===== src/design/srde_pkg.sv =====
package srde_pkg;

  // channel and run limits
  localparam int NUM_CHANNELS  = 2;
  localparam int CH_W          = 1;
  localparam int MAX_RUN_TICKS = 256;
  localparam int RUN_W         = 9;

  // record shape
  localparam int REC_BYTES = 8;
  localparam int BIDX_W    = 3;
  localparam int CNT_W     = 4;

  // record queue between front and back
  localparam int QUEUE_DEPTH = 2;
  localparam int QPTR_W      = 1;
  localparam int QCNT_W      = 2;

  // stream widths
  localparam int IN_DATA_W  = 40;
  localparam int OUT_DATA_W = 24;

  // record opcodes and control byte flags
  localparam logic [7:0] SYNC_OP   = 8'h3E;
  localparam logic [7:0] LWAIT_OP  = 8'h3F;
  localparam logic [7:0] STEP_OP   = 8'h40;
  localparam logic [7:0] ABS_OP    = 8'h60;
  localparam logic [7:0] CTRL_OP   = 8'h80;
  localparam logic [7:0] CTRL_VOL  = 8'h40;
  localparam logic [7:0] CTRL_INS  = 8'h20;
  localparam logic [7:0] CTRL_WAIT = 8'h10;

  // waits from this value up take the long form
  localparam logic [RUN_W-1:0] LONG_WAIT_MIN = 9'd17;

  // input item kinds
  localparam logic KIND_TICK = 1'b0;
  localparam logic KIND_END  = 1'b1;

  // one encoded record, bytes in send order from index 0
  typedef struct packed {
    logic [REC_BYTES-1:0][7:0] bytes;
    logic [CNT_W-1:0]          nbytes;
    logic [CH_W-1:0]           channel;
    logic [RUN_W-1:0]          ticks;
  } rec_t;

endpackage


===== src/design/srde_front.sv =====
module srde_front (
  input  logic                              clk,
  input  logic                              rst_n,
  input  logic                              in_tvalid,
  output logic                              in_tready,
  input  logic [srde_pkg::IN_DATA_W-1:0]    in_tdata,
  input  logic                              in_tuser,
  output logic                              rec_valid,
  output srde_pkg::rec_t                    rec,
  input  logic                              rec_ready
);
  import srde_pkg::*;

  // per-channel state
  logic [12:0]      prior_pitch_r [NUM_CHANNELS];
  logic [3:0]       prior_ins_r   [NUM_CHANNELS];
  logic [3:0]       prior_vol_r   [NUM_CHANNELS];
  logic             forced_r      [NUM_CHANNELS];
  logic             sync_v_r      [NUM_CHANNELS];
  logic [7:0]       sync_r        [NUM_CHANNELS];
  logic             step_v_r      [NUM_CHANNELS];
  logic [4:0]       step_r        [NUM_CHANNELS];
  logic             abs_v_r       [NUM_CHANNELS];
  logic [12:0]      abs_r         [NUM_CHANNELS];
  logic             ins_v_r       [NUM_CHANNELS];
  logic [3:0]       ins_r         [NUM_CHANNELS];
  logic [3:0]       vd_r          [NUM_CHANNELS];
  logic [RUN_W-1:0] run_r         [NUM_CHANNELS];
  logic [RUN_W-1:0] prev_wait_r   [NUM_CHANNELS];

  // field decode
  logic            accept;
  logic            kind;
  logic [CH_W-1:0] ch;
  logic            pitch_valid;
  logic [12:0]     pitch_value;
  logic            instrument_valid;
  logic [3:0]      instrument;
  logic            volume_valid;
  logic [3:0]      volume;
  logic            sync_valid;
  logic [7:0]      sync_value;

  assign in_tready        = rec_ready;
  assign accept           = in_tvalid & in_tready;
  assign kind             = in_tuser;
  assign ch               = in_tdata[0];
  assign pitch_valid      = in_tdata[1];
  assign pitch_value      = in_tdata[14:2];
  assign instrument_valid = in_tdata[15];
  assign instrument       = in_tdata[19:16];
  assign volume_valid     = in_tdata[20];
  assign volume           = in_tdata[24:21];
  assign sync_valid       = in_tdata[25];
  assign sync_value       = in_tdata[33:26];

  // change detection against the channel's last values
  logic               pitch_chg, ins_chg, vol_chg, has_cmd;
  logic signed [13:0] dt, dt_neg, dt_pos;
  logic               near;
  logic [4:0]         new_step;
  logic [3:0]         new_vd;

  assign pitch_chg = pitch_valid & (forced_r[ch] | (pitch_value != prior_pitch_r[ch]));
  assign ins_chg   = instrument_valid & (instrument != prior_ins_r[ch]);
  assign vol_chg   = volume_valid & (volume != prior_vol_r[ch]);
  assign has_cmd   = pitch_chg | ins_chg | vol_chg | sync_valid;

  assign dt       = $signed({1'b0, pitch_value}) - $signed({1'b0, prior_pitch_r[ch]});
  assign dt_neg   = 14'sd15 - dt;
  assign dt_pos   = dt - 14'sd1;
  assign near     = ~forced_r[ch] & (dt >= -14'sd16) & (dt <= 14'sd16);
  assign new_step = dt[13] ? dt_neg[4:0] : dt_pos[4:0];
  assign new_vd   = volume - prior_vol_r[ch];

  // flush selection: end item, new command, or run cap
  logic [RUN_W-1:0] run_inc, ticks_f;
  logic             cap, do_flush, push;

  assign run_inc  = run_r[ch] + 9'd1;
  assign cap      = (kind == KIND_TICK) & ~has_cmd & (run_inc >= RUN_W'(MAX_RUN_TICKS));
  assign ticks_f  = cap ? run_inc : run_r[ch];
  assign do_flush = (kind == KIND_END) | has_cmd | cap;
  assign push     = accept & do_flush & (ticks_f != '0);

  // record assembly from the pending command
  logic             wait_chg, long_wait, short_wait;
  logic [RUN_W-1:0] wm1;
  logic [7:0]       c1, c2;
  logic [1:0]       vlen;
  logic [CNT_W-1:0] idx;
  logic [REC_BYTES-1:0][7:0] bytes;

  assign wait_chg   = prev_wait_r[ch] != ticks_f;
  assign long_wait  = wait_chg & (ticks_f >= LONG_WAIT_MIN);
  assign short_wait = wait_chg & (ticks_f < LONG_WAIT_MIN);
  assign wm1        = ticks_f - 9'd1;

  always_comb begin
    bytes = '0;
    idx   = '0;
    c1    = CTRL_OP;
    c2    = '0;
    vlen  = '0;
    if (sync_v_r[ch]) begin
      bytes[idx[BIDX_W-1:0]]         = SYNC_OP;
      bytes[idx[BIDX_W-1:0] + 3'd1]  = sync_r[ch];
      idx = idx + 4'd2;
    end
    if (long_wait) begin
      bytes[idx[BIDX_W-1:0]]         = LWAIT_OP;
      bytes[idx[BIDX_W-1:0] + 3'd1]  = wm1[7:0];
      idx = idx + 4'd2;
    end
    if (step_v_r[ch]) begin
      bytes[idx[BIDX_W-1:0]] = STEP_OP | {3'b000, step_r[ch]};
      idx = idx + 4'd1;
    end
    if (abs_v_r[ch]) begin
      bytes[idx[BIDX_W-1:0]]         = ABS_OP | {3'b000, abs_r[ch][12:8]};
      bytes[idx[BIDX_W-1:0] + 3'd1]  = abs_r[ch][7:0];
      idx = idx + 4'd2;
    end
    // control byte nibbles fill c1 first, overflow goes to c2
    if (vd_r[ch] != '0) begin
      c1   = c1 | CTRL_VOL | {4'h0, vd_r[ch]};
      vlen = 2'd1;
    end
    if (ins_v_r[ch]) begin
      c1 = c1 | CTRL_INS;
      if (vlen == 2'd0) c1 = c1 | {4'h0, ins_r[ch]};
      else              c2 = {4'h0, ins_r[ch]};
      vlen = vlen + 2'd1;
    end
    if (short_wait) begin
      c1 = c1 | CTRL_WAIT;
      if (vlen == 2'd0)      c1 = c1 | {4'h0, wm1[3:0]};
      else if (vlen == 2'd1) c2 = {4'h0, wm1[3:0]};
      else                   c2 = c2 | {wm1[3:0], 4'h0};
      vlen = vlen + 2'd1;
    end
    bytes[idx[BIDX_W-1:0]] = c1;
    idx = idx + 4'd1;
    if (vlen >= 2'd2) begin
      bytes[idx[BIDX_W-1:0]] = c2;
      idx = idx + 4'd1;
    end
  end

  assign rec_valid   = push;
  assign rec.bytes   = bytes;
  assign rec.nbytes  = idx;
  assign rec.channel = ch;
  assign rec.ticks   = ticks_f;

  // state update for the addressed channel
  always_ff @(posedge clk) begin
    if (!rst_n) begin
      for (int i = 0; i < NUM_CHANNELS; i++) begin
        prior_pitch_r[i] <= '0;
        prior_ins_r[i]   <= '0;
        prior_vol_r[i]   <= '0;
        forced_r[i]      <= 1'b1;
        sync_v_r[i]      <= 1'b0;
        sync_r[i]        <= '0;
        step_v_r[i]      <= 1'b0;
        step_r[i]        <= '0;
        abs_v_r[i]       <= 1'b0;
        abs_r[i]         <= '0;
        ins_v_r[i]       <= 1'b0;
        ins_r[i]         <= '0;
        vd_r[i]          <= '0;
        run_r[i]         <= '0;
        prev_wait_r[i]   <= '0;
      end
    end else if (accept) begin
      if (ticks_f != '0 && do_flush) begin
        prev_wait_r[ch] <= ticks_f;
      end
      if (kind == KIND_END || cap) begin
        sync_v_r[ch] <= 1'b0;
        step_v_r[ch] <= 1'b0;
        abs_v_r[ch]  <= 1'b0;
        ins_v_r[ch]  <= 1'b0;
        vd_r[ch]     <= '0;
        run_r[ch]    <= '0;
      end else if (has_cmd) begin
        sync_v_r[ch] <= sync_valid;
        sync_r[ch]   <= sync_value;
        step_v_r[ch] <= pitch_chg & near;
        step_r[ch]   <= new_step;
        abs_v_r[ch]  <= pitch_chg & ~near;
        abs_r[ch]    <= pitch_value;
        ins_v_r[ch]  <= ins_chg;
        ins_r[ch]    <= instrument;
        vd_r[ch]     <= vol_chg ? new_vd : 4'h0;
        run_r[ch]    <= 9'd1;
        if (pitch_chg) begin
          prior_pitch_r[ch] <= pitch_value;
          forced_r[ch]      <= 1'b0;
        end
        if (ins_chg) prior_ins_r[ch] <= instrument;
        if (vol_chg) prior_vol_r[ch] <= volume;
      end else begin
        run_r[ch] <= run_inc;
      end
    end
  end

endmodule


===== src/design/srde_queue.sv =====
module srde_queue (
  input  logic           clk,
  input  logic           rst_n,
  input  logic           push,
  input  srde_pkg::rec_t push_rec,
  output logic           has_room,
  input  logic           pop,
  output logic           not_empty,
  output srde_pkg::rec_t head
);
  import srde_pkg::*;

  rec_t              slot_r [QUEUE_DEPTH];
  logic [QPTR_W-1:0] wr_ptr_r, rd_ptr_r;
  logic [QCNT_W-1:0] count_r;
  logic              do_pop;

  assign has_room  = count_r != QCNT_W'(QUEUE_DEPTH);
  assign not_empty = count_r != '0;
  assign head      = slot_r[rd_ptr_r];
  assign do_pop    = pop & not_empty;

  // record storage
  always_ff @(posedge clk) begin
    if (push) slot_r[wr_ptr_r] <= push_rec;
  end

  // pointers and fill count
  always_ff @(posedge clk) begin
    if (!rst_n) begin
      wr_ptr_r <= '0;
      rd_ptr_r <= '0;
      count_r  <= '0;
    end else begin
      if (push) begin
        wr_ptr_r <= (wr_ptr_r == QPTR_W'(QUEUE_DEPTH - 1)) ? '0 : wr_ptr_r + 1'b1;
      end
      if (do_pop) begin
        rd_ptr_r <= (rd_ptr_r == QPTR_W'(QUEUE_DEPTH - 1)) ? '0 : rd_ptr_r + 1'b1;
      end
      if (push && !do_pop)      count_r <= count_r + QCNT_W'(1);
      else if (!push && do_pop) count_r <= count_r - QCNT_W'(1);
    end
  end

endmodule


===== src/design/srde_back.sv =====
module srde_back (
  input  logic                            clk,
  input  logic                            rst_n,
  input  logic                            head_valid,
  input  srde_pkg::rec_t                  head,
  output logic                            head_pop,
  output logic                            out_tvalid,
  input  logic                            out_tready,
  output logic [srde_pkg::OUT_DATA_W-1:0] out_tdata,
  output logic                            out_tlast
);
  import srde_pkg::*;

  logic [BIDX_W-1:0] idx_r;
  logic              beat;
  logic              last;

  assign last       = {1'b0, idx_r} == (head.nbytes - 4'd1);
  assign out_tvalid = head_valid;
  assign out_tdata  = {6'b0, head.ticks, head.channel, head.bytes[idx_r]};
  assign out_tlast  = last;
  assign beat       = out_tvalid & out_tready;
  assign head_pop   = beat & last;

  // byte index within the record at the queue head
  always_ff @(posedge clk) begin
    if (!rst_n) begin
      idx_r <= '0;
    end else if (beat) begin
      idx_r <= last ? '0 : idx_r + 3'd1;
    end
  end

endmodule


===== src/design/sound_register_delta_encoder.sv =====
// a flushing item's record is written into the queue at the clock edge that accepts the item; its first
// byte is offered from the queue head once the records ahead of it are sent
// throughput: one item per cycle while the two-record queue has room; the byte serializer sends one byte per cycle
// while out_tready is high, and a record holds 1 to 8 bytes
// reset: synchronous active-low; clears all channel state, the queue and the byte index; no clearing pass
module sound_register_delta_encoder (
  input  logic                            clk,
  input  logic                            rst_n,
  input  logic                            in_tvalid,
  output logic                            in_tready,
  // channel, pitch_valid, pitch_value[13], instrument_valid, instrument[4],
  // volume_valid, volume[4], sync_valid, sync_value[8], zero pad
  input  logic [srde_pkg::IN_DATA_W-1:0]  in_tdata,
  // kind
  input  logic                            in_tuser,
  output logic                            out_tvalid,
  input  logic                            out_tready,
  // out_byte[8], out_channel, chunk_ticks[9], zero pad
  output logic [srde_pkg::OUT_DATA_W-1:0] out_tdata,
  // last_byte
  output logic                            out_tlast
);
  import srde_pkg::*;

  logic rec_valid, has_room, not_empty, head_pop;
  rec_t rec, head;

  srde_front u_front (
    .clk       (clk),
    .rst_n     (rst_n),
    .in_tvalid (in_tvalid),
    .in_tready (in_tready),
    .in_tdata  (in_tdata),
    .in_tuser  (in_tuser),
    .rec_valid (rec_valid),
    .rec       (rec),
    .rec_ready (has_room)
  );

  srde_queue u_queue (
    .clk       (clk),
    .rst_n     (rst_n),
    .push      (rec_valid),
    .push_rec  (rec),
    .has_room  (has_room),
    .pop       (head_pop),
    .not_empty (not_empty),
    .head      (head)
  );

  srde_back u_back (
    .clk        (clk),
    .rst_n      (rst_n),
    .head_valid (not_empty),
    .head       (head),
    .head_pop   (head_pop),
    .out_tvalid (out_tvalid),
    .out_tready (out_tready),
    .out_tdata  (out_tdata),
    .out_tlast  (out_tlast)
  );

endmodule


===== config.mk =====
export PLATFORM = sky130hd
export DESIGN_NAME = sound_register_delta_encoder
export DESIGN_NICKNAME = d
export VERILOG_FILES = /design/src/design/srde_pkg.sv /design/src/design/srde_front.sv /design/src/design/srde_queue.sv /design/src/design/srde_back.sv /design/src/design/sound_register_delta_encoder.sv
export SDC_FILE = /design/constraint.sdc
export NUM_CORES = 1
export LEC_CHECK = 0
export ABC_AREA = 1
export BUFFER_PORTS_ARGS = -buffer_cell sky130_fd_sc_hd__buf_4
export CELL_PAD_IN_SITES_DETAIL_PLACEMENT = 1
export CELL_PAD_IN_SITES_GLOBAL_PLACEMENT = 2
export CORE_ASPECT_RATIO = 1.4
export CORE_MARGIN = 2
export CORE_UTILIZATION = 39
export DETAILED_ROUTE_END_ITERATION = 16
export GPL_ROUTABILITY_DRIVEN = 0
export PLACE_DENSITY = 0.88
export SETUP_SLACK_MARGIN = 0.3
export SYNTH_ARGS = -nofsm -noshare
export SYNTH_HDL_FRONTEND = slang
export SYNTH_SLANG_ARGS = --single-unit

===== constraint.sdc =====
create_clock -name clk -period 10.9 [get_ports clk]
set_clock_uncertainty 0.2 [all_clocks]
set_input_delay 1.09 -clock clk [delete_from_list [all_inputs] [get_ports clk]]
set_output_delay 1.09 -clock clk [all_outputs]
set_load 0.005 [all_outputs]

==> results of run 1 <==
[kinds of logic after synthesis]
logic type,count (synthesis),synth area share [%]
buffers and inverters,327,7.10
XOR/XNOR,32,1.59
multiplexers,69,3.80
AND/OR/NAND/NOR,949,21.6
adder cells (fa/ha/maj),41,2.93
AO/OA/AOI/OAI,379,12.0
flip-flops,320,50.9
other,1,0.0202
[per-stage QoR]
| stage | util, % | worst slack, ns | hold WS [ns] | instances | total power, W |
|---|---|---|---|---|---|
| after CTS | 43.9 | 2.41 | 0.253 | 2803 | 0.00327 |
| after detailed placement | 41.6 | 1.93 | 0.241 | 2744 | 0.00213 |
| after global routing | 43.9 | 1.83 | 0.276 | 2803 | 0.00338 |
| final | 43.9 | 2.44 | 0.257 | 2803 | 0.00325 |
| after global placement | 41.6 | 2.06 | 0.231 | 2744 | 0.00210 |
| after floorplan | - | 1.87 | 0.221 | 2125 | 0.00191 |
[layer usage]
layer	up-vias	track usage (%)	share of wire [%]
li1	7236	-	-
met1	7349	26.1	40
met2	319	42.9	51
met3	146	2.58	3.1
met4	2	11.8	5.1
met5	-	0	0.039
[worst min-delay path, delay by kind of cell (launching register included)]
| kind | cells | cell delay, ns |
|---|---|---|
| DFF | 1 | 0.31 |
| and+or+nand+nor | 2 | 0.10 |
[worst min-delay path by stage]
stage / from / endpoint / slack (ns) / cells past startpoint
3_3_place_gp: u_front.ins_v_r[0] / u_front.ins_v_r[0] / 0.23 / 2
4_1_cts: u_front.ins_v_r[0] / u_front.ins_v_r[0] / 0.25 / 2
2_1_floorplan: u_front.ins_v_r[0] / u_front.ins_v_r[0] / 0.22 / 2
3_5_place_dp: u_front.ins_v_r[0] / u_front.ins_v_r[0] / 0.24 / 2
6_report: u_front.ins_v_r[0] / u_front.ins_v_r[0] / 0.26 / 2
5_1_grt: u_front.ins_v_r[0] / u_front.ins_v_r[0] / 0.28 / 2
[sequential cells by signal (all words and copies together) (netlist names), named ones only]
signal                 flops
u_front.forced_r           2
u_queue.rd_ptr_r           1
u_front.sync_v_r           2
u_queue.count_r            2
u_front.step_r            10
u_front.run_r             18
u_front.ins_r              8
u_front.vd_r               8
u_front.prev_wait_r       18
u_back.idx_r               3
u_front.ins_v_r            2
u_front.prior_vol_r        8
u_queue.wr_ptr_r           1
u_front.abs_v_r            2
u_front.sync_r            16
u_front.step_v_r           2
u_front.prior_ins_r        8
u_front.abs_r             26
u_queue.slot_r           156
u_front.prior_pitch_r     26
[cells in the final DEF, fill, tap and decap left out, drive strengths merged, types with 3 or more instances in the layout]
| cell type | n |
|---|---|
| nand2 | 466 |
| nor2 | 321 |
| edfxtp | 302 |
| inv | 238 |
| o21ai | 147 |
| a21oi | 115 |
| nand3 | 97 |
| buf | 77 |
| mux2i | 58 |
| o211ai | 48 |
| clkbuf | 44 |
| ha | 37 |
| or2 | 25 |
| xor2 | 23 |
| dfxtp | 18 |
| clkinv | 18 |
| nand4 | 18 |
| nor3 | 17 |
| o221ai | 12 |
| mux2 | 11 |
| a211oi | 10 |
| a31oi | 10 |
| xnor2 | 8 |
| o22ai | 8 |
| conb | 8 |
| a221oi | 6 |
| o21bai | 4 |
| a32oi | 4 |
| fa | 4 |
| a22oi | 3 |
| a21o | 3 |
| bufinv | 3 |
[final cells by class]
type | instances | area [um2]
tap | 624 | 781
inverter | 245 | 922
timing repair buffer | 77 | 578
fill | 5471 | 26300
clock buffer | 44 | 910
multi-input combinational | 1478 | 7830
clock inverter | 15 | 163
sequential | 320 | 9430
[power by group]
part           internal [W]  switching [W]
Sequential          0.00147      0.0000271
Combinational      0.000190       0.000423
Clock              0.000663       0.000481
==> impl_summary.md, run 1 <==
Status
The run finished with clean final reports.

Clock tree
The buffer type at the clock tree root is sky130_fd_sc_hd__clkbuf_16. The clock tree synthesis step divided the H-tree into 2 levels. The CTS tree is built. Counting every sink on the clock net gives between 300 and 400.

The clock network latency to the later pin of the worst-skew pair is approximately 0.53 ns. For this design, the CTS-stage hold fixing added 0 buffers. Buffers inserted during clock tree synthesis total 34.

Post-CTS timing repair inserted 0 buffers for setup. The post-CTS clock slew at the launch and capture registers of the worst setup and hold paths is roughly 0.06 ns. In this run, post-CTS repair resized a total of 0 instances. Counting along the longest clock path gives a buffer depth of 3.

Synthesis
The count of mapped cells out of synthesis is approximately 2100. Ranked by instance count, the synthesized netlist is headed by sky130_fd_sc_hd__nand2_1 (451), sky130_fd_sc_hd__nor2_1 (313), sky130_fd_sc_hd__edfxtp_1 (302). Yosys mapped a number of flops with a built-in enable equal to roughly 300. The most area-hungry cell type in the Yosys netlist is sky130_fd_sc_hd__edfxtp_1. The synthesized design contains 320 register bits. The number of distinct library cells after synthesis is 60. Ranked by total cell area, the synthesized netlist is headed by sky130_fd_sc_hd__edfxtp_1 (49%), sky130_fd_sc_hd__nand2_1 (9.1%), sky130_fd_sc_hd__nor2_1 (6.3%), sky130_fd_sc_hd__inv_1 (4.7%), sky130_fd_sc_hd__o21ai_0 (3.5%).

The post-synth design cell area is about 0.019 mm2. The share of flip-flops with an asynchronous set or reset is 0%. Summing the sequential cell areas from Yosys gives between 50% and 60% of the chip area. In this run the biggest area consumer among cell types represents 48.9% of the synthesized area. The average cell area after synthesis is about 8.7 um2. In the synthesized netlist the dominant register cell turns out to be sky130_fd_sc_hd__edfxtp_1. For this run, the number of Yosys warnings is 0.

The most instantiated library cell after synthesis is sky130_fd_sc_hd__nand2_1.

GRT
The first global-routing pass estimated 88600 um of wire. The total overflow left after global routing is 0. The number of antenna violations at the first check in global routing is 0. Entering global routing, the biggest net connects 97 pins.

Global routing used 23.0% of the available tracks across all layers. The number of global-route vias before repair is 15900.

Setup path
The critical path endpoint category is a flip-flop. The critical path startpoint category is an input pin. The worst setup path is of the input pin to flip-flop kind.

The launch instance of the worst register-to-register path is u_front.run_r[1][0]. The delay of the slowest critical-path stage is 0.59 ns. The critical path endpoint is u_queue.slot_r[0][68].

The capturing point of the worst reg2reg path is u_queue.slot_r[0][68]. The arrival time of data at the critical path endpoint is 8.48 ns. The number of cells on the worst reg-to-reg path is 36. Of all nets on the critical path, the largest fanout is 56. The register-to-register path setup slack is roughly 3.7 ns. The data required time at the worst endpoint is between 10 and 15 ns.

In this run the worst setup path begins at in_tdata[0]. The largest individual stage delay along the critical path comes from the cell sky130_fd_sc_hd__buf_4. The critical path crosses 38 cells after its start point. Together, buffers and inverters on the worst path number 10. The kind of cell with the highest combined delay on the critical path is simple AND/OR/NAND/NOR gates.

Floorplan
The row count is between 90 and 100. In this run the vertical extent of the chip is 262 um. In this run the standard cell core region covers between 0.04 and 0.05 mm2. The die is 188 um wide. The die covers ~0.049 mm2.

For this configuration, the core starts out at a cell density of approximately two fifths. The number of I/O pins is 72.

STA
Setup repair after global routing left no endpoint under its margin. The headroom to the max-slew limit is just under 20%. The clock period could shrink to around 8.5 ns. The fmax is between 0.1 and 0.15 GHz. The total negative slack is 0 ns. The worst path uses just under 80% of the clock period. The transition time at the pin with the least slew margin is 1.20 ns. The hold violation total from the final report is 0.

The final setup violation count is 0. The number of max-slew violations in the final report was 0.

Finish
The final layout net count is around 2200. After routing the design area is 0.0206 mm2. The post-route netlist has a little under a tenth of its cells at a drive strength greater than 1. The repair_antennas step left the layout with diodes totalling 0. Compared with the post-synthesis result, the final layout area differs by 11.3%.

Place
The number of buffer cells added on primary ports is 59. The post-place instance area is 0.0195 mm2. After legalization and detailed placement, the total HPWL measured 42000 um.

Routing
After detailed routing, the total wire length is between 50000 and 60000 um. The first detailed-routing pass took 6 iterations. After detailed routing, the average wire length per cell comes to between 20 and 25 um. The detail route stage leaves a number of antenna-violating nets equal to 0. For this block, the initial DRC count from the detailed router was around 930. The total number of vias is about 15000.

After detailed routing, the number of vias per cell comes to between 5 and 6. For this run, design rule violations remaining after detail routing come to 0.

Run
The number of violations of the max-capacitance limit is 0.

Pwr
The static leakage is ~8.6 nW. The power density over cell area is around 160 mW/mm2. VDD sags by at most around 0.11 mV.

Min path
The class of the tightest hold or removal check is flip-flop to flip-flop.
No activity file was read; power rests on OpenSTA's default activity.
==> run 2, diff against run 1 <==
--- a/config.mk
+++ b/config.mk
@@ -11,10 +11,10 @@
 export CELL_PAD_IN_SITES_GLOBAL_PLACEMENT = 2
 export CORE_ASPECT_RATIO = 1.4
 export CORE_MARGIN = 2
-export CORE_UTILIZATION = 39
+export CORE_UTILIZATION = 36
 export DETAILED_ROUTE_END_ITERATION = 16
 export GPL_ROUTABILITY_DRIVEN = 0
-export PLACE_DENSITY = 0.88
+export PLACE_DENSITY = 0.86
 export SETUP_SLACK_MARGIN = 0.3
 export SYNTH_ARGS = -nofsm -noshare
 export SYNTH_HDL_FRONTEND = slang
==> constraint.sdc (replaced) <==
create_clock -name clk -period 7.75 [get_ports clk]
set_clock_uncertainty 0.2 [all_clocks]
set_input_delay 0.775 -clock clk [delete_from_list [all_inputs] [get_ports clk]]
set_output_delay 0.775 -clock clk [all_outputs]
set_load 0.005 [all_outputs]
==> run 2 against run 1 <==
  * Die area is 8.2% higher
  * Final cell count is 1.3% higher
  * Clock-buffer cell count is 11 lower
  * Sequential share of layout area is 0.13 points lower
  * Wire length is 0.53% higher
  * Worst setup slack worse by 1.6 ns
  * Critical path depth is 1 lower
  * Combinational power is 42% higher
  * Sequential power is 41% higher
  * Final area is 0.29% higher
  * Critical endpoint is now u_queue.slot_r[1][66]
  * Largest cell class unchanged
==> impl_summary.md, run 2 (synthesis gave the netlist of run 1 again) <==
Status
The flow ran to the end, and the final reports show no timing, DRC or antenna violations.

Place
The sum of net half-perimeters after detailed placement came to 43400 um (+3.6%). The number of buffer cells added on primary ports was 59 (unchanged). The placement-stage worst setup slack is 0.00883 ns (-1.92 ns).

Pwr
The static leakage is 8.59 nW (+0.48%). The power density over cell area is 214 mW/mm2 (+36%). The worst supply voltage drop on vdd was 0.154 mV (+37%).

Clock tree
The clock network latency to the later pin of the worst-skew pair was 0.57 ns (+0.04 ns). The quantity of hold-fixing buffers added after cts is 0 (unchanged). The post-CTS clock slew at the launch and capture registers of the worst setup and hold paths was 0.06 ns (about the same). The buffer type at the clock tree root is sky130_fd_sc_hd__clkbuf_16. The level count of the clock H-tree is 1 (-1).

The number of clock buffers inserted by TritonCTS was 31 (-8.8%). TritonCTS built the clock tree. The number of clock sinks was 320 (unchanged). The buffer depth of the longest clock path is 3 (unchanged).

Routing
The initial DRC count is 890 (-4.1%). The first-pass detailed-route iteration total is 5 (-1). The DRC violation count after routing is 0 (unchanged).

The routed wire length per instance is 20.0 um (-0.78%). The mean number of vias per cell is 5.27 (-1.8%). The total number of vias is 15000 (-0.54%). The final antenna-violating net count came to 0 (unchanged). The total wire length after detailed routing is 56800 um (+0.53%).

STA
Static timing analysis puts the maximum clock frequency at 0.146 GHz. The hold violation total from the final report is 0 (unchanged). The total negative slack came to 0 ns (unchanged).

The worst path in the final design needs a cycle of 6.86 ns, including I/O delays and setup. The post-layout worst setup margin is 0.890 ns (-1.55 ns). The headroom to the max-slew limit is 23.9% (+4.5 points). The transition time at the pin with the least slew margin was 1.14 ns (-0.0633 ns). The number of max-slew violations in the final report came to 0 (unchanged). Setup repair after global routing left no endpoint under its margin.

The share of the cycle needed by the critical path after routing is approximately nine tenths. The final setup violation count is 0 (unchanged).

Finish
The diode insertion count for antenna repair came to 0 (unchanged). The flip-flop count of the largest register after layout is 156 (unchanged). In the final layout, the registers with the most flip-flops are u_queue.slot_r x156, u_front.abs_r x26, u_front.prior_pitch_r x26.

In the layout the commonest cells are sky130_fd_sc_hd__nand2_1 (451), sky130_fd_sc_hd__nor2_1 (311), sky130_fd_sc_hd__edfxtp_1 (302). The final layout net count was 2255 (+0.58%). The number of inserted filler cells in the final layout is 5997 (+9.6%). The library cell used most frequently in the layout, excluding fill and tap cells, is sky130_fd_sc_hd__nand2_1. The register containing the most flip-flops in the final layout is u_queue.slot_r. The layout overhead on the synthesized area is 11.6%. The share of post-route cells with drive strength above 1 was 10.3% (+0.82 points).

Setup path
The worst setup path is captured at a flip-flop. The capturing point of the worst reg2reg path is u_queue.slot_r[1][66]. The maximum fanout along the worst path was 18 (-68%).

The type of the worst setup path is input pin to flip-flop. In this run the critical register-to-register path is launched from u_front.prior_pitch_r[1][9]. The worst reg-to-reg path cell count is 36 (unchanged). The register-to-register path setup slack was 1.13 ns (-2.56 ns). The largest individual stage delay along the critical path comes from the cell sky130_fd_sc_hd__ha_1. The data required time at the worst endpoint is 7.87 ns (-3.06 ns). The delay of the slowest critical-path stage is 0.40 ns (-0.19 ns). The critical path startpoint category is an input pin. The arrival time of data at the critical path endpoint is 6.98 ns (-1.50 ns). The library cell appearing most often on the critical path is sky130_fd_sc_hd__inv_1.

Floorplan
The starting density of the core is 36.3% (-3.2 points). The area of the die was 0.0533 mm2 (+8.2%). The row count was 98 (+4.3%).

The core area is 0.0510 mm2 (+8.7%). The number of I/O pins came to 72 (unchanged). The chip height is 272 um (+4.0%). The horizontal die dimension came to 196 um (+4.0%).

Run
The number of violations of the max-capacitance limit came to 0 (unchanged).

GRT
The number of global-route vias before repair is 15700 (-1.3%). The number of antenna violations at the first check in global routing is 0 (unchanged). The wire length of the first global-routing pass is 88700 um (+0.16%). The global router's overall resource usage came to 21.2% (-1.8 points). The largest net degree at the start of global routing is 98 (+1.0%). The leftover overflow at the end of global routing is 0 (unchanged).

Min path
The worst hold path belongs to the class flip-flop to flip-flop. The worst hold path begins at u_front.ins_v_r[0]. The worst hold path stage count was 2 (unchanged). The worst hold path terminates at u_front.ins_v_r[0].
[run 2: changes by cell type in the layout (fill, tap and decap cells not counted)]
cell                         previous run  this run
sky130_fd_sc_hd__nand3_1               90        89
sky130_fd_sc_hd__nor2_2                 6         5
sky130_fd_sc_hd__clkbuf_1               9         2
sky130_fd_sc_hd__clkinv_2               1         8
sky130_fd_sc_hd__clkinvlp_4             1         2
sky130_fd_sc_hd__inv_6                  1         0
sky130_fd_sc_hd__buf_4                 77        93
sky130_fd_sc_hd__nand3_2                6         7
sky130_fd_sc_hd__nor2_4                 4         5
sky130_fd_sc_hd__inv_8                  1         0
sky130_fd_sc_hd__clkbuf_16             35        31
[run 2: per-stage QoR]
step	total power [W]	cell area (um2)	instances	utilization (%)	hold WS, ns
after detailed placement	0.00301	19700	2786	38.6	0.249
after global routing	0.00464	20700	2840	40.5	0.259
after floorplan	0.00268	18600	2125	-	0.221
after global placement	0.00297	19700	2786	38.6	0.237
after CTS	0.00448	20700	2840	40.5	0.249
final	0.00443	20700	2840	40.5	0.258
[run 2: how the worst max path moves through the flow]
| stage | endpoint | start | slack (ns) |
|---|---|---|---|
| floorplan | u_queue.slot_r[0][65] | in_tdata[0] | 0.34 |
| global placement | u_queue.slot_r[0][66] | in_tdata[0] | 0.22 |
| detailed placement | u_queue.slot_r[1][66] | in_tdata[0] | 0.009 |
| finish | u_queue.slot_r[1][66] | in_tdata[0] | 0.89 |
| global route | u_queue.slot_r[0][66] | in_tdata[0] | 0.37 |
| CTS | u_queue.slot_r[0][66] | in_tdata[0] | 0.61 |
[run 2: report_power, final]
| group | leakage (nW) | internal (W) | total (W) | switching (W) |
|---|---|---|---|---|
| clock | 0.476 | 0.000825 | 0.00147 | 0.000642 |
| sequential | 3.16 | 0.00206 | 0.00210 | 0.0000367 |
| combinational | 4.96 | 0.000273 | 0.000870 | 0.000597 |
[run 2: timing repair]
action	CTS	global route
resized for setup	0	1
setup buffers	0	0
setup endpoints to repair	0	11
[run 2: per-layer routing]
layer	global-route usage, %	wire (um)	vias up
li1	-	-	7238
met1	24.6	23200	7326
met2	39.6	29600	283
met3	1.83	1400	123
met4	9.63	2600	0
met5	0	0	-
[run 2: worst max-delay path, delay by kind of cell]
kind,cells,cell delay [ns]
compound gates,1,0.07
xor+xnor,1,0.37
fa+ha+maj,4,1.13
buf+inv,10,1.25
mux,1,0.16
simple gates,20,3.19
[run 2: layout make-up]
class | instances | area, um2 | share of cell area, %
clock buffers | 33 | 783 | 3.79
clock inverters | 21 | 185 | 0.896
inverters | 245 | 922 | 4.46
multi-input cells | 1478 | 7840 | 37.9
flip-flops and latches | 320 | 9430 | 45.6
well taps | 650 | 813 | 3.93
repair buffers | 93 | 698 | 3.38
==> run 3, diff against run 2 <==
--- a/config.mk
+++ b/config.mk
@@ -6,7 +6,7 @@
 export NUM_CORES = 1
 export LEC_CHECK = 0
 export ABC_AREA = 1
-export BUFFER_PORTS_ARGS = -buffer_cell sky130_fd_sc_hd__buf_4
+export BUFFER_PORTS_ARGS = -buffer_cell sky130_fd_sc_hd__clkbuf_2
 export CELL_PAD_IN_SITES_DETAIL_PLACEMENT = 1
 export CELL_PAD_IN_SITES_GLOBAL_PLACEMENT = 2
 export CORE_ASPECT_RATIO = 1.4
==> run 3 against run 2 <==
  * Clock power is 13% higher
  * Via count shrank 0.69%
  * Register-to-register slack gained 0.05 ns
  * Utilization up 0.059 points
  * Critical path depth shrank 4
  * Final cell count increased by 0.21%
  * Total power rose by 4.0%
  * Global-route usage increased by 0.11 points
  * Die area is the same
==> impl_summary.md, run 3 (synthesis gave the netlist of run 1 again) <==
Setup path
The maximum fanout along the worst path was 17 (-1). The slowest stage cell on the critical path is sky130_fd_sc_hd__nor2_1. The type of the worst setup path is input pin to flip-flop.

The worst setup path is launched from an input pin. The arrival time of data at the critical path endpoint is 7.01 ns (+0.03 ns). The worst setup path is captured at a flip-flop. The data required time at the worst endpoint is 7.89 ns (+0.02 ns). The register-to-register path setup slack is 1.18 ns (+0.05 ns). The delay of the slowest critical-path stage came to 0.89 ns (+0.49 ns).

Finish
The most common cell after layout, fill and taps aside is sky130_fd_sc_hd__nand2_1. The library cells used most frequently in the layout, excluding fill and tap cells, are sky130_fd_sc_hd__nand2_1 (451), sky130_fd_sc_hd__nor2_1 (311), sky130_fd_sc_hd__edfxtp_1 (302). The footprint of the multi-input gates is 0.00784 mm2 (about the same). The area used by sequential logic in the layout came to 0.00943 mm2 (unchanged). The number of inserted filler cells in the final layout is 5931 (-1.1%). The share of post-route cells with drive strength above 1 came to 10.6% (+0.29 points). From synthesis to final layout, the design area changed by 11.7%. The largest registers in the layout are u_queue.slot_r x156, u_front.abs_r x26, u_front.prior_pitch_r x26. The non-filler instance count after layout was 2846 (+0.21%). The post-route cell area was 0.0207 mm2 (+0.15%). The final layout net count is 2260 (+0.22%). The register containing the most flip-flops in the final layout is u_queue.slot_r. The flip-flop count of the largest register after layout was 156 (unchanged). The diode insertion count for antenna repair is 0 (unchanged).

Pwr
The post-layout total power is 0.00461 W (+4.0%). The power density over cell area came to 223 mW/mm2 (+3.9%). The worst supply voltage drop on vdd is 0.155 mV (+0.35%). The static leakage is 8.64 nW (+0.53%).

Status
The run finished with clean final reports.

GRT
The leftover overflow at the end of global routing is 0 (unchanged). The global router's overall resource usage is 21.3% (+0.11 points). The largest net degree at the start of global routing was 91 (-7.1%). The number of antenna violations at the first check in global routing came to 0 (unchanged). The number of global-route vias before repair came to 15600 (-0.64%). The wire length of the first global-routing pass came to 88500 um (-0.29%).

STA
The share of the cycle needed by the critical path after routing is 88.6% (+0.098 points). The fmax came to 0.146 GHz (-0.11%). The final setup violation count came to 0 (unchanged). The headroom to the max-slew limit is 23.1% (-0.85 points). The total negative slack was 0 ns (unchanged). The transition time at the pin with the least slew margin is 1.15 ns (+0.00847 ns). The time the final worst path needs with I/O delays and setup is 6.87 ns (+0.00761 ns). The hold violation total from the final report is 0 (unchanged). The post-layout worst setup margin was 0.883 ns (-0.00761 ns). Setup repair after global routing left no endpoint under its margin. The number of max-slew violations in the final report is 0 (unchanged).

Clock tree
The post-cts resize count is 0 (unchanged). The post-CTS clock slew at the launch and capture registers of the worst setup and hold paths came to 0.07 ns (about the same). The clock network latency to the later pin of the worst-skew pair is 0.55 ns (-0.02 ns). The number of clock sinks is 320 (unchanged). The quantity of hold-fixing buffers added after cts is 0 (unchanged). The number of clock buffers inserted by TritonCTS is 35 (+13%). The level count of the clock H-tree is 2 (+1).

In this run the clock root is driven by a sky130_fd_sc_hd__clkbuf_16. The buffer depth of the longest clock path is 3 (unchanged). The post-CTS setup buffer count is 0 (unchanged). The CTS tree is built.

Place
The number of buffer cells added on primary ports is 59 (unchanged). The placement-stage worst setup slack came to 0.335 ns (+0.326 ns). The cell total after placement was 2787 (+0.036%). The post-place instance area was 0.0196 mm2 (-0.63%). The sum of net half-perimeters after detailed placement is 42900 um (-1.2%).

Floorplan
The area of the die is 0.0533 mm2 (unchanged). The chip height is 272 um (unchanged). The row count came to 98 (unchanged). The number of I/O pins is 72 (unchanged). The core area is 0.0510 mm2 (unchanged). The starting density of the core is 36.3% (unchanged). The horizontal die dimension is 196 um (unchanged).

Routing
The final antenna-violating net count is 0 (unchanged). The initial DRC count was 819 (-8.0%). The total wire length after detailed routing was 56800 um (about the same). The total number of vias came to 14900 (-0.69%).

The mean number of vias per cell was 5.22 (-0.90%). The first-pass detailed-route iteration total is 5 (unchanged). The routed wire length per instance is 20.0 um (-0.16%). The DRC violation count after routing is 0 (unchanged).

Min path
The class of the tightest hold or removal check is flip-flop to flip-flop.

Run
The number of violations of the max-capacitance limit was 0 (unchanged).
[run 3: worst max-delay path, delay by kind of cell]
family	cells	cell delay (ns)
AO/OA/AOI/OAI	2	0.48
adder cells (fa/ha/maj)	4	0.88
multiplexers	1	0.11
AND/OR/NAND/NOR	19	3.76
buffers and inverters	7	0.98
[run 3: cell type report]
class	instances	area share (%)
clock buffer	41	4.49
inverter	245	4.45
timing repair buffer	94	2.77
clock inverter	18	0.961
sequential	320	45.6
tap	650	3.93
multi-input combinational	1478	37.8
[run 3: report_power, final]
group	internal [W]	switching, W	leakage, nW	total, W
sequential	0.00206	0.0000379	3.16	0.00210
clock	0.000968	0.000692	0.551	0.00166
combinational	0.000253	0.000601	4.93	0.000854
[run 3: layer usage]
layer / vias up / GRT usage [%] / wire (um) / share of wire [%]
met2: 267 / 39.4 / 29300 / 52
met4: 0 / 9.79 / 2610 / 4.6
li1: 7263 / - / - / -
met5: - / 0 / 0 / 0
met3: 104 / 2.08 / 1450 / 2.6
met1: 7232 / 24.9 / 23500 / 41
[run 3: stage by stage]
| step | hold WS [ns] | utilization [%] |
|---|---|---|
| 2_1_floorplan | 0.221 | - |
| 3_3_place_gp | 0.234 | 38.4 |
| 3_5_place_dp | 0.247 | 38.4 |
| 4_1_cts | 0.261 | 40.6 |
| 5_1_grt | 0.283 | 40.6 |
| 6_report | 0.263 | 40.6 |
[run 3: path summary, 6_finish.rpt]
path	start	endpoint	cells after the start
setup / recovery	in_tdata[0]	u_queue.slot_r[0][25]	33
hold / removal	u_front.step_v_r[0]	u_front.step_v_r[0]	2
setup reg to reg	u_front.prior_pitch_r[0][7]	u_queue.slot_r[0][25]	31
hold reg to reg	u_front.step_v_r[0]	u_front.step_v_r[0]	2
